$ cat config.mk
export PLATFORM = sky130hd
export DESIGN_NAME = ktrf_cmdq
export DESIGN_NICKNAME = d
export VERILOG_FILES = /design/src/hw/rtl/ktrf_cmdq.sv
export SDC_FILE = /design/constraint.sdc
export NUM_CORES = 1
export LEC_CHECK = 0
export BUFFER_PORTS_ARGS = -buffer_cell sky130_fd_sc_hd__buf_4
export CAP_MARGIN = 5
export CORE_UTILIZATION = 30
export CTS_CLUSTER_SIZE = 20
export DETAILED_ROUTE_END_ITERATION = 8
export SLEW_MARGIN = 30
export SYNTH_ARGS = -nofsm -noshare
export SYNTH_HDL_FRONTEND = slang
export SYNTH_SLANG_ARGS = --single-unit
$ cat constraint.sdc
create_clock -name i_clk -period 1.6 [get_ports i_clk]
set_input_delay 0.4 -clock i_clk [delete_from_list [all_inputs] [get_ports i_clk]]
set_output_delay 0.4 -clock i_clk [all_outputs]
set_load 0.02 [all_outputs]
$ cat src/hw/rtl/ktrf_cmdq.sv
// Short command queue between the front end and the back end.
// Register-based circular buffer; no package dependency.
module ktrf_cmdq #(
    parameter int WIDTH = 8,
    parameter int DEPTH = 2
) (
    input  logic             i_clk,
    input  logic             i_rst_n,
    input  logic             i_wr,
    input  logic [WIDTH-1:0] i_wdata,
    output logic             o_full,
    input  logic             i_rd,
    output logic [WIDTH-1:0] o_rdata,
    output logic             o_empty
);
    localparam int PW = (DEPTH > 1) ? $clog2(DEPTH) : 1;
    localparam int CW = $clog2(DEPTH + 1);
    localparam logic [PW-1:0] PTR_LAST = PW'(DEPTH - 1);

    logic [WIDTH-1:0] r_mem [DEPTH];
    logic [PW-1:0]    r_wp, r_rp;
    logic [CW-1:0]    r_cnt;
    logic             wr_en, rd_en;

    assign o_full  = r_cnt == CW'(DEPTH);
    assign o_empty = r_cnt == '0;
    assign wr_en   = i_wr && !o_full;
    assign rd_en   = i_rd && !o_empty;
    assign o_rdata = r_mem[r_rp];

    always_ff @(posedge i_clk) begin
        if (wr_en) begin
            r_mem[r_wp] <= i_wdata;
        end
    end

    always_ff @(posedge i_clk) begin
        if (!i_rst_n) begin
            r_wp  <= '0;
            r_rp  <= '0;
            r_cnt <= '0;
        end else begin
            if (wr_en) begin
                r_wp <= (r_wp == PTR_LAST) ? '0 : r_wp + PW'(1);
            end
            if (rd_en) begin
                r_rp <= (r_rp == PTR_LAST) ? '0 : r_rp + PW'(1);
            end
            if (wr_en && !rd_en) begin
                r_cnt <= r_cnt + CW'(1);
            end else if (rd_en && !wr_en) begin
                r_cnt <= r_cnt - CW'(1);
            end
        end
    end

endmodule

# Yosys cells after proc, flatten, opt, wreduce, memory -nomap -nowiden
# Memories as Yosys holds them, arrays and structs flattened. A register that Yosys moved wholly into a read port is not among the register bits.
# Cells that the tools add are included.
# word_totals
register_bits	4
latch_bits	0
mem_bits_rw	16
mem_bits_ro	0
inputBits	12
out_inout_bits	10
wordCells	27
n_memories	1
# mem_list
name	words	width	rd	rd_ports_with_merged_regs	write_ports	line	source
r_mem	2	8	1	1	1	20	logic [WIDTH-1:0] r_mem [DEPTH];
# op_classes
add_sub_neg	4
n_mul	0
div	0
order_cmp	0
eq_ne	1
n_shift	0
n_mux	8
bitwise	0
reduce_logical	10
# ops
operator	count
$mux 1	6
$logic_and 1x1->1	4
$logic_not 1->1	4
$mux 2	2
$add 1x1->1 const B	2
$add 2x1->2 const B	1
$eq 2x2->1 const B	1
$logic_not 2->1	1
$reduce_bool 2->1	1
$sub 2x1->2 const B	1

# Depth between registers and ports, before layout
# logic_depth
ltp_word	7
mapped_depth	7
depth_no_buf	7

# Worst setup path before layout
# OpenSTA, ideal clock, no wires.
# synth_timing
path_kind	register to register
from	register r_cnt[0]
to	register r_cnt[1]
setup_ps	70
t_arrival_ps	1444
required_time_ps	1530
setup_slack_ps	86
path_stages_with_launch	7
path_buffers	0
period_less_slack_ps	1514
cell_sequence	dfxtp_1 -> nand2b_1 -> inv_2 -> nor2_1 -> ha_1 -> or3_1 -> a21boi_1
# synth_via
elab_chain_cells	6
word_cells_on_any_way	15
classes_between	add/sub (2); eq/ne (1); mux (2); reduce/logical (10)
# synth_rtl
element	line	source
start: declaration	22	logic [CW-1:0] r_cnt;
start signal: assignment	50	r_cnt <= r_cnt + CW'(1);
start signal: assignment	52	r_cnt <= r_cnt - CW'(1);
$eq 2x2->1 *	25	assign o_full = r_cnt == CW'(DEPTH);
net o_full	11	output logic o_full,
$logic_not 1->1 *	27	assign wr_en = i_wr && !o_full;
$logic_and 1x1->1 *	27	
$logic_not 1->1	51	end else if (rd_en && !wr_en) begin
$logic_and 1x1->1	51	
$reduce_bool 2->1 (no source line)	-	
# The timed path passes the listed nets; every way through them passes the cells marked *. The select of a mux whose other input is x is not followed.
# A chain may end at the register's enable or synchronous reset.

==> flow_metrics.tcl <==
set metrics [dict create \
    synth_cells 50 \
    p_switching_mw 0.547 \
    path_cells "mux2_4 > buf_6" \
    finalHoldViolCount 0 \
    dr.first_iter.drc_count 2 \
    dieArea_um2 2910 \
    max_freq_ghz 0.624 \
    fp-row-count 18 \
    p_comb_frac 0.406 \
    drc 0 \
    whs_ps 283 \
    avgSynthCellArea_um2 16.2 \
    antenna_found_initial 0 \
    pwr-share-clk 0.139 \
    finalCriticalPeriod_ps 1600 \
    post-route-util 0.442 \
    cp.depth 2 \
    reg2regPathDepth 6 \
    n_fill_cell 239 \
    synth_top_cell_area_share 0.594 \
    status "finished with violations" \
    grt_max_degree 13 \
    worst_ep_arrival_time_ps 1200 \
    final_area_um2 1110 \
    htree_levels 1 \
    dieWidth_um 53.9 \
    core_area_um2 2520 \
    crit_fanout 8 \
    vias 480 \
    critPathRequiredTime_ps 1200 \
    grtUsageTotal 0.101 \
    cts-root-buf "clkbuf_4" \
    synthTopCellsByArea "edfxtp_1, dfxtp_1, mux2_2, and2_1, xnor2_1" \
    worstMarginPinSlew_ps 386 \
    powerDensity_nw_per_um2 1570 \
    criticalPathCategory "reg2out" \
    drv_slew 0 \
    hp-class "in2reg" \
    ys_ff_latch 21 \
    power_mw 1.75 \
    routed_via_density 4.53 \
    antenna_cells 0 \
    holdBufCountCts 0 \
    cp_top_family "flip-flops" \
    cts_buffers 3 \
    cts.reportedPaths.clkPinSlew_ps 110 \
    finalClockSkew_ps 8.68 \
    cp_slowest_cell "dfxtp_4" \
    gp_congestion 0.671 \
    clkLatencyLatePin_ps 290 \
    p_int_mw 1.20 \
    die_y_um 53.9 \
    rsz0062_at_grt "yes" \
    max_slew_margin 0.743 \
    first_global_vias 481 \
    yosys_warnings 0 \
    violations "setup timing" \
    whs_path_depth 1 \
    wl_um 1310 \
    io_pins 22 \
    switching_share 0.313 \
    seq_power_share 0.456 \
    yosys.area.top_type "edfxtp_1" \
    synth_nets 63 \
    start_util 0.321 \
    dp.final_hpwl_um 1030 \
    leakage_nw 0.452 \
    setup_ws_ps -2.01 \
    critPathBufInv 1 \
    firstDrtPassIters 2 \
    cts_tree "built" \
    worstSetupStartpointType "flop" \
    clockBufferDepth 2 \
    ir_worst_vdd_mv 0.791 \
    wl_per_cell_um 12.3 \
    grt_pass1_wl_um 1990 \
    fin_crit_sh 1.00 \
    finalSetupViolCount 2 \
    drive_gt1_frac 0.526 \
    synth.cell_area_um2 810 \
    io_buffers 21 \
    synth_cell_types 20 \
    grt_overflow 0 \
    max_cap_violations 0 \
    syn2layout_area_growth_pct 37.7 \
    ys_seq_area_frac 0.717 \
    setup_tns_ps -2.65 \
    detail-route-antenna-nets 0 \
    cts_sinks 21 \
    nNetsFinal 90 \
    placed_area_um2 1010 \
    crit_path_end_kind "output port" \
    cp_slowest_stage_delay_ps 450 \
]
-- what timing repair did --
action | 4_1_cts | 5_1_grt
buffers inserted | 0 | 0
cloned | 0 | 0
endpoints found under the hold margin | 0 | 0
setup endpoints to repair | 8 | 9
resized for setup | 18 | 2
-- cells in the mapped netlist (all sizes together) --
| library cell | count |
|---|---|
| a21boi | 2 |
| and2 | 3 |
| and3 | 1 |
| buf | 1 |
| dfxtp | 5 |
| edfxtp | 16 |
| ha | 1 |
| inv | 2 |
| mux2 | 8 |
| nand2b | 1 |
| nor2 | 2 |
| nor3 | 1 |
| o21a | 1 |
| o21ai | 2 |
| or3 | 1 |
| xnor2 | 2 |
| xor2 | 1 |
-- worst register-to-register path: stages, from the launching register on --
cell and delay (ps):
dfxtp_1 450, nand2b_4 80, inv_2 70, nor2_1 40, ha_1 300, or3_1 360
a21boi_1 130
-- layout by cell type (no fill, tap or decap) --
cell type	Yosys	layout
a21boi_0	1	1
a21boi_1	1	1
and2_1	3	3
and3_1	1	1
buf_4	0	15
buf_6	0	8
clkbuf_4	0	3
clkinv_2	0	1
dfxtp_1	5	3
dfxtp_2	0	1
dfxtp_4	0	1
edfxtp_1	16	16
ha_1	1	1
inv_1	1	1
inv_2	1	1
mux2_4	0	8
nand2b_4	0	1
nor2_1	2	2
nor3_2	1	1
o21a_1	1	1
o21ai_0	1	1
o21ai_1	1	1
or3_1	1	1
xnor2_1	2	2
xor2_1	1	1
-- state kept, by name, indices dropped and copies added, names as in the netlist, named ones only --
name / flops
r_mem: 16
r_rp: 1
r_cnt: 2
r_wp: 1
-- cell families after synthesis --
family / share of synthesized area
XOR/XNOR: 0.0325
flip-flops: 0.717
adder cells (fa/ha/maj): 0.0155
AND/OR/NAND/NOR: 0.0680
AO/OA/AOI/OAI: 0.0402
buffers and inverters: 0.0154
multiplexers: 0.111
-- routing by layer --
metal / routed length [µm] / vias to the layer above / track usage
met4: 0 / 0 / 0.0658
met2: 666 / 15 / 0.163
met1: 547 / 230 / 0.121
met5: 0 / - / 0
met3: 92 / 0 / 0.0226
li1: - / 235 / -
-- power by group through the flow --
stage | registers, mW | clock network (mW) | logic [mW]
2_1_floorplan | 0.744 | 0 | 0.418
3_3_place_gp | 0.779 | 0 | 0.604
3_5_place_dp | 0.782 | 0 | 0.613
4_1_cts | 0.789 | 0.253 | 0.709
5_1_grt | 0.810 | 0.278 | 0.761
6_report | 0.796 | 0.242 | 0.708
-- through the flow --
stage,worst slack [ps],cells
floorplan,86.2,50
global placement,63.0,102
detailed placement,40.5,102
CTS,-19.5,106
global route,-50.2,106
finish,-2.01,106
-- path summary, 6_finish.rpt --
| kind | from | endpoint | slack, ps |
|---|---|---|---|
| setup / recovery | flop | o_rdata[1] | -2 |
| hold / removal | i_wdata[1] | r_mem[0][1] | 280 |
| setup reg to reg | r_cnt[1] | r_cnt[1] | 110 |
| hold reg to reg | r_cnt[1] | r_cnt[1] | 570 |
-- cell type report --
class	count	area [µm²]	share of cell area
inverter	2	7.51	0.00673
clock buffer	3	22.5	0.0202
tap	30	37.5	0.0337
clock inverter	1	5.00	0.00449
sequential	21	586	0.525
multi-input combinational	26	254	0.228
timing repair buffer	23	203	0.182
No activity file was read; power rests on OpenSTA's default activity.
