==> config.mk <==
export PLATFORM = sky130hd
export DESIGN_NAME = ktrf_front
export DESIGN_NICKNAME = d
export VERILOG_FILES = /design/src/hw/rtl/ktrf_pkg.sv /design/src/hw/rtl/ktrf_front.sv
export SDC_FILE = /design/constraint.sdc
export NUM_CORES = 1
export LEC_CHECK = 0
export BUFFER_PORTS_ARGS = -buffer_cell sky130_fd_sc_hd__buf_2
export CAP_MARGIN = 20
export CORE_ASPECT_RATIO = 0.7
export CORE_MARGIN = 1.5
export CORE_UTILIZATION = 40
export DETAILED_ROUTE_END_ITERATION = 10
export SYNTH_ARGS = -nofsm -noshare
export SYNTH_HDL_FRONTEND = slang
export SYNTH_SLANG_ARGS = --single-unit
==> constraint.sdc <==
create_clock -name i_clk -period 4 [get_ports i_clk]
set_input_delay 0.2 -clock i_clk [delete_from_list [all_inputs] [get_ports i_clk]]
set_output_delay 0.2 -clock i_clk [all_outputs]
set_load 0.05 [all_outputs]
==> src/hw/rtl/ktrf_pkg.sv <==
// Shared types and constants for the trigram repeat finder.
// Used by the front end, back end, top level and checker.
package ktrf_pkg;

    localparam int SYMBOL_BITS   = 8;
    localparam int OUT_KEY_BITS  = 24;
    localparam int OUT_POS_BITS  = 16;
    localparam int COUNT_BITS    = 16;
    localparam int EXT_KEY_BITS  = 64;
    localparam int EXT_POS_BITS  = 32;

    localparam logic [COUNT_BITS-1:0] COUNT_MAX = '1;
    localparam logic [COUNT_BITS-1:0] COUNT_ONE = COUNT_BITS'(1);

    typedef struct packed {
        logic [SYMBOL_BITS-1:0] symbol;
        logic                   start_text;
    } t_in_item;

    typedef struct packed {
        logic [OUT_KEY_BITS-1:0] trigram_key;
        logic [OUT_POS_BITS-1:0] repeat_position;
        logic [OUT_POS_BITS-1:0] first_position;
        logic [OUT_POS_BITS-1:0] repeat_distance;
        logic [COUNT_BITS-1:0]   occurrence_count;
        logic                    table_overflow;
    } t_out_item;

    typedef struct packed {
        logic clear;
        logic gram;
        logic pos_ovf;
    } t_cmd_flags;

    typedef enum logic [1:0] {
        ST_IDLE = 2'b01,
        ST_SCAN = 2'b10
    } t_back_state;

endpackage

==> src/hw/rtl/ktrf_front.sv <==
// Front end: byte history, position counter and gram formation.
// Depends on ktrf_pkg; feeds commands into the command queue.
module ktrf_front #(
    parameter int POSITION_BITS = 16,
    parameter int GRAM_LENGTH   = 3
) (
    input  logic                                 i_clk,
    input  logic                                 i_rst_n,
    input  logic                                 i_push,
    input  ktrf_pkg::t_in_item                   i_item,
    input  logic                                 i_q_full,
    output logic                                 o_q_wr,
    output ktrf_pkg::t_cmd_flags                 o_flags,
    output logic [8*GRAM_LENGTH-1:0]             o_key,
    output logic [POSITION_BITS-1:0]             o_start
);
    import ktrf_pkg::*;

    localparam int HIST_W = SYMBOL_BITS * (GRAM_LENGTH - 1);
    localparam int KEY_W  = SYMBOL_BITS * GRAM_LENGTH;
    localparam int SEEN_W = POSITION_BITS + 1;
    localparam logic [SEEN_W-1:0] LAG        = SEEN_W'(GRAM_LENGTH - 1);
    localparam logic [SEEN_W-1:0] SEEN_LIMIT = {1'b0, {POSITION_BITS{1'b1}}}
                                               + SEEN_W'(GRAM_LENGTH);

    logic [HIST_W-1:0] r_hist, n_hist, hist_eff;
    logic [SEEN_W-1:0] r_seen, n_seen, seen_eff, start_full;
    logic [KEY_W-1:0]  key;
    logic              accept, gram, pos_ovf;

    always_comb begin
        accept     = i_push && !i_q_full;
        hist_eff   = i_item.start_text ? '0 : r_hist;
        seen_eff   = i_item.start_text ? '0 : r_seen;
        key        = {hist_eff, i_item.symbol};
        gram       = seen_eff >= LAG;
        start_full = seen_eff - LAG;
        pos_ovf    = gram && start_full[POSITION_BITS];
        n_hist     = key[HIST_W-1:0];
        n_seen     = seen_eff;
        if (!gram || (seen_eff < SEEN_LIMIT)) begin
            n_seen = seen_eff + SEEN_W'(1);
        end
    end

    always_ff @(posedge i_clk) begin
        if (!i_rst_n) begin
            r_hist <= '0;
            r_seen <= '0;
        end else if (accept) begin
            r_hist <= n_hist;
            r_seen <= n_seen;
        end
    end

    assign o_q_wr          = accept;
    assign o_flags.clear   = i_item.start_text;
    assign o_flags.gram    = gram;
    assign o_flags.pos_ovf = pos_ovf;
    assign o_key           = key;
    assign o_start         = pos_ovf ? '1 : start_full[POSITION_BITS-1:0];

endmodule

# == After elaboration in Yosys (flattened, before gate mapping) ==
# Cells that the tools add are included.
# word_totals
regBits,33
in_bits,13
elab_cells,15
# op_classes
addsub,2
magnitude_cmp,2
mux,4
reduce_logical,5
# ops
operator,count
17-bit 2-to-1 mux,2
16-bit 2-to-1 mux,2
17-bit by 1-bit adder with 17-bit output (second input constant),1
17-bit by 2-bit >= comparator with 1-bit output (second input constant),1
17-bit < comparator (second input constant),1
17-bit by 2-bit subtractor with 17-bit output (second input constant),1
1-bit logical AND,2
1-bit zero test,2
1-bit logical OR,1

# == Logic depth before layout (Yosys ltp) ==
# Gate-level depths: netlist of the first run.
# depth
ltp_word,5
ltp_mapped,14
mapped_depth_nobuf,9

# == Worst setup path after synthesis of the first run ==
# OpenSTA, ideal clock, no wires.
# synth_timing
path_type,input port to output port
start,input i_item[0] (netlist bit)
end,output o_start[15]
t_arrival_ns,2.845
slack_ns,0.955
stages,10
n_path_buf,3
path_cell_list,buf_6 > clkbuf_8 > clkinv_1 > clkbuf_1 > nand2_1 > ha_1 > o21ai_2 > nor2_1 > and4_1 > o31ai_1
# synth_via
elab_chain_cells,4
elab_cells_between_ends,5
classes_between,add/sub (1); order compare (1); mux (2); reduce/logical (1)
# synth_rtl
item,line_no,rtl
"start, declared",ktrf_front.sv:10,"input ktrf_pkg::t_in_item i_item,"
17-bit 2-to-1 mux (*),ktrf_front.sv:34,seen_eff = i_item.start_text ? '0 : r_seen;
17-bit by 2-bit subtractor with 17-bit output or 17-bit by 2-bit >= comparator with 1-bit output (tied branches),"ktrf_front.sv:37, ktrf_front.sv:36",
1-bit logical AND,ktrf_front.sv:38,pos_ovf = gram && start_full[POSITION_BITS];
16-bit 2-to-1 mux (*),ktrf_front.sv:61,assign o_start = pos_ovf ? '1 : start_full[POSITION_BITS-1:0];
"end, declared",ktrf_front.sv:15,output logic [POSITION_BITS-1:0] o_start
# Mark *: on every way between the ends. The rest lies on a longest branch, timed or not.

# == Worst setup path after layout of the first run ==
# layout_timing
start,input i_item[0] (netlist bit)
end,output o_start[12]
# Same word-level chain as after synthesis.

==> summary.md, run 1 <==
| Metric | Value |
|---|---|
| Startpoint Class | `primary input` |
| Async set-or-reset flop fraction in the synthesized netlist | `0%` |
| Largest net degree at the start of global routing | `41` |
| Resized Gates After CTS | `0` |
| Layout cell share with drive strength beyond 1 | `24.04%` |
| Area delta synth->final | `9.057%` |
| Residual DRC | `0` |
| Die Y | `66.92 microns` |
| Crit Path Class | `in -> out` |
| Post-DP HPWL | `3785 microns` |
| I/O pin count | `57` |
| CTS tree | `yes` |
| Tightest Pin Transition | `853.2 ps` |
| CP required | `3800 ps` |
| Pwr/cell area | `282.8 mW/mm^2` |
| DIE AREA | `0.006312 sq mm` |
| Gp weighted congestion | `0.8145` |
| All-Layer GR Usage | `17.55%` |
| Area share of the largest cell type after synthesis | `28.30%` |
| Largest vdd supply drop | `0.09005 mV` |
| Filler cells | `596` |
| Via count | `2108` |
| Clk root buf | `clkbuf_8` |
| TritonCTS buffer count | `5` |
| Mean area per synthesized cell | `7.680 sq um` |
| Synth area leader | `dfxtp_1` |
| Fin util | `44.91%` |
| Setup_tns | `0 ps` |
| Pleak | `1.128 nW` |
| Worst Clk Skew | `3.011 ps` |
| Worst-path clk slew | `70 ps` |
| Antenna fix cells | `0` |
| Fmax | `370.0 MHz` |
| RSZ-0062 raised after global routing | `false` |
| Count of input and output buffers | `56` |
| Hold WC Path Type | `in -> reg` |
| Post-synth EDFFs | `0` |
| Tmin final | `2703 ps` |
| YS warnings | `0` |
| Antenna violations before repair | `0` |
| H-tree depth | `2` |
| Yosys cell types | `54` |
| Vias per cell | `5.117` |
| Arrival time worst endpoint | `2500 ps` |
| Post-Layout Cell Count | `412` |
| First-pass GRT wire length | `8597 microns` |
| Final Hold Fails | `0` |
| Core area | `0.005669 sq mm` |
| Worst skew pair latency | `290 ps` |
| Setup bufs post-CTS | `0` |
| Seq/Total Area, Yosys | `28.30%` |
| Post-DR wirelength/cell | `12.99 microns` |
| Antenna-violating nets left | `0` |
| Vias in the first global route | `1762` |
| Slew Limit Fails | `0` |
| Iter 0 DRT Violations | `124` |
| Max_cap viols | `0` |
| Synth Flop Type | `dfxtp_1` |
| Final #Nets | `353` |
| Largest cells by area after synthesis | `dfxtp_1 (28%), nand2_1 (11%), a21boi_0 (5.5%)` |
| Crit path max fanout | `18` |
| Sink Count | `33` |
| Synthesized instance count | `304` |
| # setup viols final | `0` |
| Synth Register Bits | `33` |
| Initial Util | `41.18%` |
| Total grt overflow | `0` |
| Slew HR | `43.12%` |
| Placed instance count | `404` |
| Tcrit/Tclk final | `67.57%` |
| Longest Clk Path Bufs | `2` |
| Row cnt | `23` |
| Post-Syn Area | `0.002335 sq mm` |
| Die width | `94.32 microns` |
| Final hold slack | `164.8 ps` |
| CP endpoint kind | `output pin` |
| Net Count, Synth | `321` |
| DRT Pass-1 Iters | `4` |
| Status | `finished, final reports clean` |
| Hold buffer count at CTS | `0` |
| Total length of routed wires | `5353 microns` |
## synth_stat cells, types with 2 or more instances
library cell / instances
buf_6: 6
and3_2: 2
and2b_2: 2
and3_1: 7
o31ai_1: 2
dfxtp_1: 33
inv_1: 7
buf_2: 3
nor2b_1: 19
mux2i_1: 9
a31o_2: 2
nand3b_1: 2
clkbuf_1: 7
a21oi_1: 10
clkbuf_8: 5
a21boi_1: 2
nand3_1: 12
o21ai_0: 6
ha_1: 4
xnor2_1: 3
xor2_1: 2
o21a_1: 5
nor2_1: 15
nor3_1: 4
buf_4: 11
nand4_1: 11
nor4_2: 2
a21boi_0: 17
nand2_1: 69
## cell families after synthesis
logic type,share of synthesized area (%)
muxes,3.859
AOI/OAI and AO/OA,17.26
DFF,28.30
and+or+nand+nor,33.66
adders and majority gates,2.144
buffers and inverters,12.92
xor gates and xnor gates,1.876
## critical path: stages
cell and delay, ps:
buf_2 90, clkinv_1 350, nand2_1 270, ha_1 270
o221ai_1 180, nor3b_1 180, a21oi_1 360, buf_4 260
o21ai_0 110, buf_2 230
## cells in the final DEF (no fill, tap or decap), types with 9 or more instances in the layout
cell,Yosys,routed
nor2b_1,19,19
nand2_1,69,69
nor2_1,15,15
buf_2,3,56
dfxtp_1,33,33
nand4_1,11,11
nand3_1,12,12
a21boi_0,17,17
a21oi_1,10,10
mux2i_1,9,9
## per-stage QoR
step           worst slack, ps  power [mW]  area [sq um]
2_1_floorplan            955.4      0.4617          2335
4_1_cts                   1316      0.7304          2546
3_3_place_gp              1347      0.4767          2460
6_report                  1297      0.7199          2546
3_5_place_dp              1307      0.4775          2460
5_1_grt                   1088      0.7564          2546
## cell type report
class / count / area, sq um / area share, %
clock buffer: 5 / 68.82 / 2.703
clock inverter: 3 / 17.52 / 0.6880
inverter: 8 / 30.03 / 1.179
multi-input combinational: 229 / 1373 / 53.91
sequential: 33 / 660.6 / 25.95
tap: 75 / 93.84 / 3.686
timing repair buffer: 59 / 302.8 / 11.89
## final timing paths
path                   start           to  slack [ps]  cells after the start
setup / recovery   i_item[0]  o_start[12]        1300                     10
hold / removal     i_item[2]    r_hist[1]         160                      3
setup reg to reg   r_seen[5]    r_seen[8]        1580                      5
hold reg to reg   r_hist[14]   r_hist[14]         460                      2
## state kept, by name (all words and copies together) (netlist names)
register and flops:
r_hist 16, r_seen 17
## metal layers
| layer | part of all wire, % | vias to the layer above | GRT usage, % |
|---|---|---|---|
| li1 | - | 1097 | - |
| met1 | 56 | 957 | 27.69 |
| met2 | 38 | 50 | 22.57 |
| met3 | 5.0 | 4 | 3.881 |
| met4 | 0.92 | 0 | 5.224 |
| met5 | 0 | - | 0 |
## power breakdown
group | leakage, nW | switching, mW | internal (mW) | total (mW)
sequential | 0.267 | 0.00338 | 0.334 | 0.338
combinational | 0.817 | 0.0981 | 0.0333 | 0.131
clock | 0.0439 | 0.131 | 0.120 | 0.251
Power figures use the tool's default switching activity.
==> run 2: changes to the inputs <==
PLACE_DENSITY = 0.65   (was not set)
clock period = 2.3 ns   (was 4 ns; I/O delays follow)
==> summary.md, run 2 (synthesized netlist as in run 1, its figures left out) <==
| Metric | Value |
|---|---|
| CP Cell Sequence | `nor4_4 > buf_4 > a21oi_2 > or4_2 > buf_6` |
| Antenna-violating nets left | `0` |
| Pleak | `1.339 nW` |
| Sink Count | `33` |
| Iter 0 DRT Violations | `172` |
| # setup viols final | `0` |
| Antenna fix cells | `0` |
| Internal | `0.8984 mW` |
| Crit path max fanout | `5` |
| Hold buffer count at CTS | `0` |
| Fin util | `52.66%` |
| Die width | `94.32 microns` |
| Total length of routed wires | `5740 microns` |
| DRT Pass-1 Iters | `4` |
| M3 GR Usage | `3.767%` |
| Clock network fraction of total power | `34.6%` |
| Psw | `0.3998 mW` |
| Total grt overflow | `0` |
| Hold WC Path Type | `in -> reg` |
| Post-DR wirelength/cell | `12.99 microns` |
| CP peak stage delay | `640 ps` |
| Final Cell Area | `0.002985 sq mm` |
| Fmax | `452.1 MHz` |
| Worst Clk Skew | `4.184 ps` |
| Reg with most FFs | `r_seen` |
| Initial Util | `41.18%` |
| Slew Limit Fails | `0` |
| Crit path from | `r_seen[5]` |
| Reg2Reg Setup Slack | `230 ps` |
| Antenna violations before repair | `0` |
| Arrival time worst endpoint | `2100 ps` |
| Clk root buf | `clkbuf_8` |
| Largest net degree at the start of global routing | `41` |
| Post-DP HPWL | `4216 microns` |
| Startpoint Class | `register` |
| Status | `finished, final reports clean` |
| Vias in the first global route | `1901` |
| Worst skew pair latency | `280 ps` |
| Global route hottest layer | `met2` |
| Comb power frac | `20.2%` |
| Largest vdd supply drop | `0.2135 mV` |
| Sequential Power Share | `45.2%` |
| Tmin final | `2212 ps` |
| HP Start | `i_item[1]` |
| Largest register FFs | `17` |
| Vias per cell | `5.077` |
| Die Y | `66.92 microns` |
| DIE AREA | `0.006312 sq mm` |
| Via count | `2244` |
| Commonest non-fill, non-tap cell in the layout | `nand2_1` |
| Tcrit/Tclk final | `96.17%` |
| Pwr/cell area | `434.9 mW/mm^2` |
| Final #Nets | `384` |
| Worst r2r path cells | `8` |
| Area delta synth->final | `27.87%` |
| Layout cell share with drive strength beyond 1 | `35.69%` |
| CTS tree | `yes` |
| Crit Path Class | `reg -> out` |
| Tightest Pin Transition | `637.7 ps` |
| Residual DRC | `0` |
| Routing usage on met1 | `25.82%` |
| Worst-path clk slew | `70 ps` |
| Sw frac | `30.80%` |
| Crit-path slowest cell | `or4_2` |
| I/O pin count | `57` |
| Slew HR | `57.49%` |
| Max_cap viols | `0` |
| First-pass GRT wire length | `8942 microns` |
| Critical R2R Launch | `r_seen[0]` |
| Most frequent cells in the layout | `nand2_1 (63), buf_2 (48), buf_4 (36)` |
| Row cnt | `23` |
| Gp weighted congestion | `0.8148` |
| Longest Clk Path Bufs | `2` |
| Post-placement cell area | `0.002735 sq mm` |
| Count of input and output buffers | `56` |
| Final hold slack | `82.40 ps` |
| CP required | `2180 ps` |
| H-tree depth | `2` |
| All-Layer GR Usage | `18.22%` |
| GR met2 Demand/Resource | `27.97%` |
| Hold path depth | `3` |
| Core area | `0.005669 sq mm` |
| Final Hold Fails | `0` |
| Top Registers | `r_seen x17, r_hist x16` |
| CP endpoint kind | `output pin` |
| TritonCTS buffer count | `5` |
## run 2: cell count changes in the layout (fill, tap and decap cells not counted), moves of 2 or more
cell | before | now
buf_4 | 3 | 36
buf_2 | 56 | 48
nand2_1 | 69 | 63
nand2_2 | 0 | 6
o21ai_0 | 6 | 2
buf_6 | 0 | 3
nor4_4 | 0 | 3
clkbuf_4 | 0 | 2
clkinv_2 | 2 | 0
nand3_1 | 12 | 10
nand3_4 | 0 | 2
nor4_2 | 2 | 0
o21ai_1 | 0 | 2
## run 2: final timing paths
path / end
worst max-delay path: o_flags[1]
worst max register to register: r_seen[14]
worst min-delay path: r_hist[0]
worst min register to register: r_hist[1]
## run 2: worst max-delay path, delay by kind of cell, from the launching register on
kind,cells,cell delay (ps)
flops,1,340
buf+inv,2,370
compound gates,1,90
simple gates,2,1010
## run 2: metrics by stage
stage | total power, mW | setup slack, ps | cells | TNS [ps]
2_1_floorplan | 0.8135 | 5.118 | 304 | 0
3_3_place_gp | 0.8455 | -43.68 | 432 | -126.1
3_5_place_dp | 0.8472 | -147.7 | 432 | -769.1
4_1_cts | 1.302 | 23.35 | 441 | 0
5_1_grt | 1.349 | -2.979 | 442 | -2.979
6_report | 1.298 | 88.05 | 442 | 0
## run 2: power by group through the flow
stage / combinational [mW] / clock [mW] / sequential, mW
5_1_grt: 0.281 / 0.481 / 0.587
3_5_place_dp: 0.247 / 0 / 0.600
6_report: 0.263 / 0.449 / 0.586
3_3_place_gp: 0.246 / 0 / 0.600
2_1_floorplan: 0.215 / 0 / 0.598
4_1_cts: 0.254 / 0.461 / 0.587
## run 2: repair_timing
action                     CTS  global route
gates resized for setup      7            22
setup buffers                2             1
pin swaps                    1             3
setup endpoints to repair   18            18
gates cloned                 0             0
## run 2: layout make-up
type	instances	area, sq um
clock inverters	1	7.507
clock buffers	6	82.58
repair buffers	90	579.3
well taps	75	93.84
inverters	8	30.03
flip-flops and latches	33	664.4
multi-input cells	229	1528
fillers	533	2684
## run 2: per-layer routing
layer | share of wire, % | wire length [microns]
met1 | 50 | 2882
met2 | 43 | 2471
met3 | 5.7 | 325
met4 | 1.0 | 60
met5 | 0 | 0
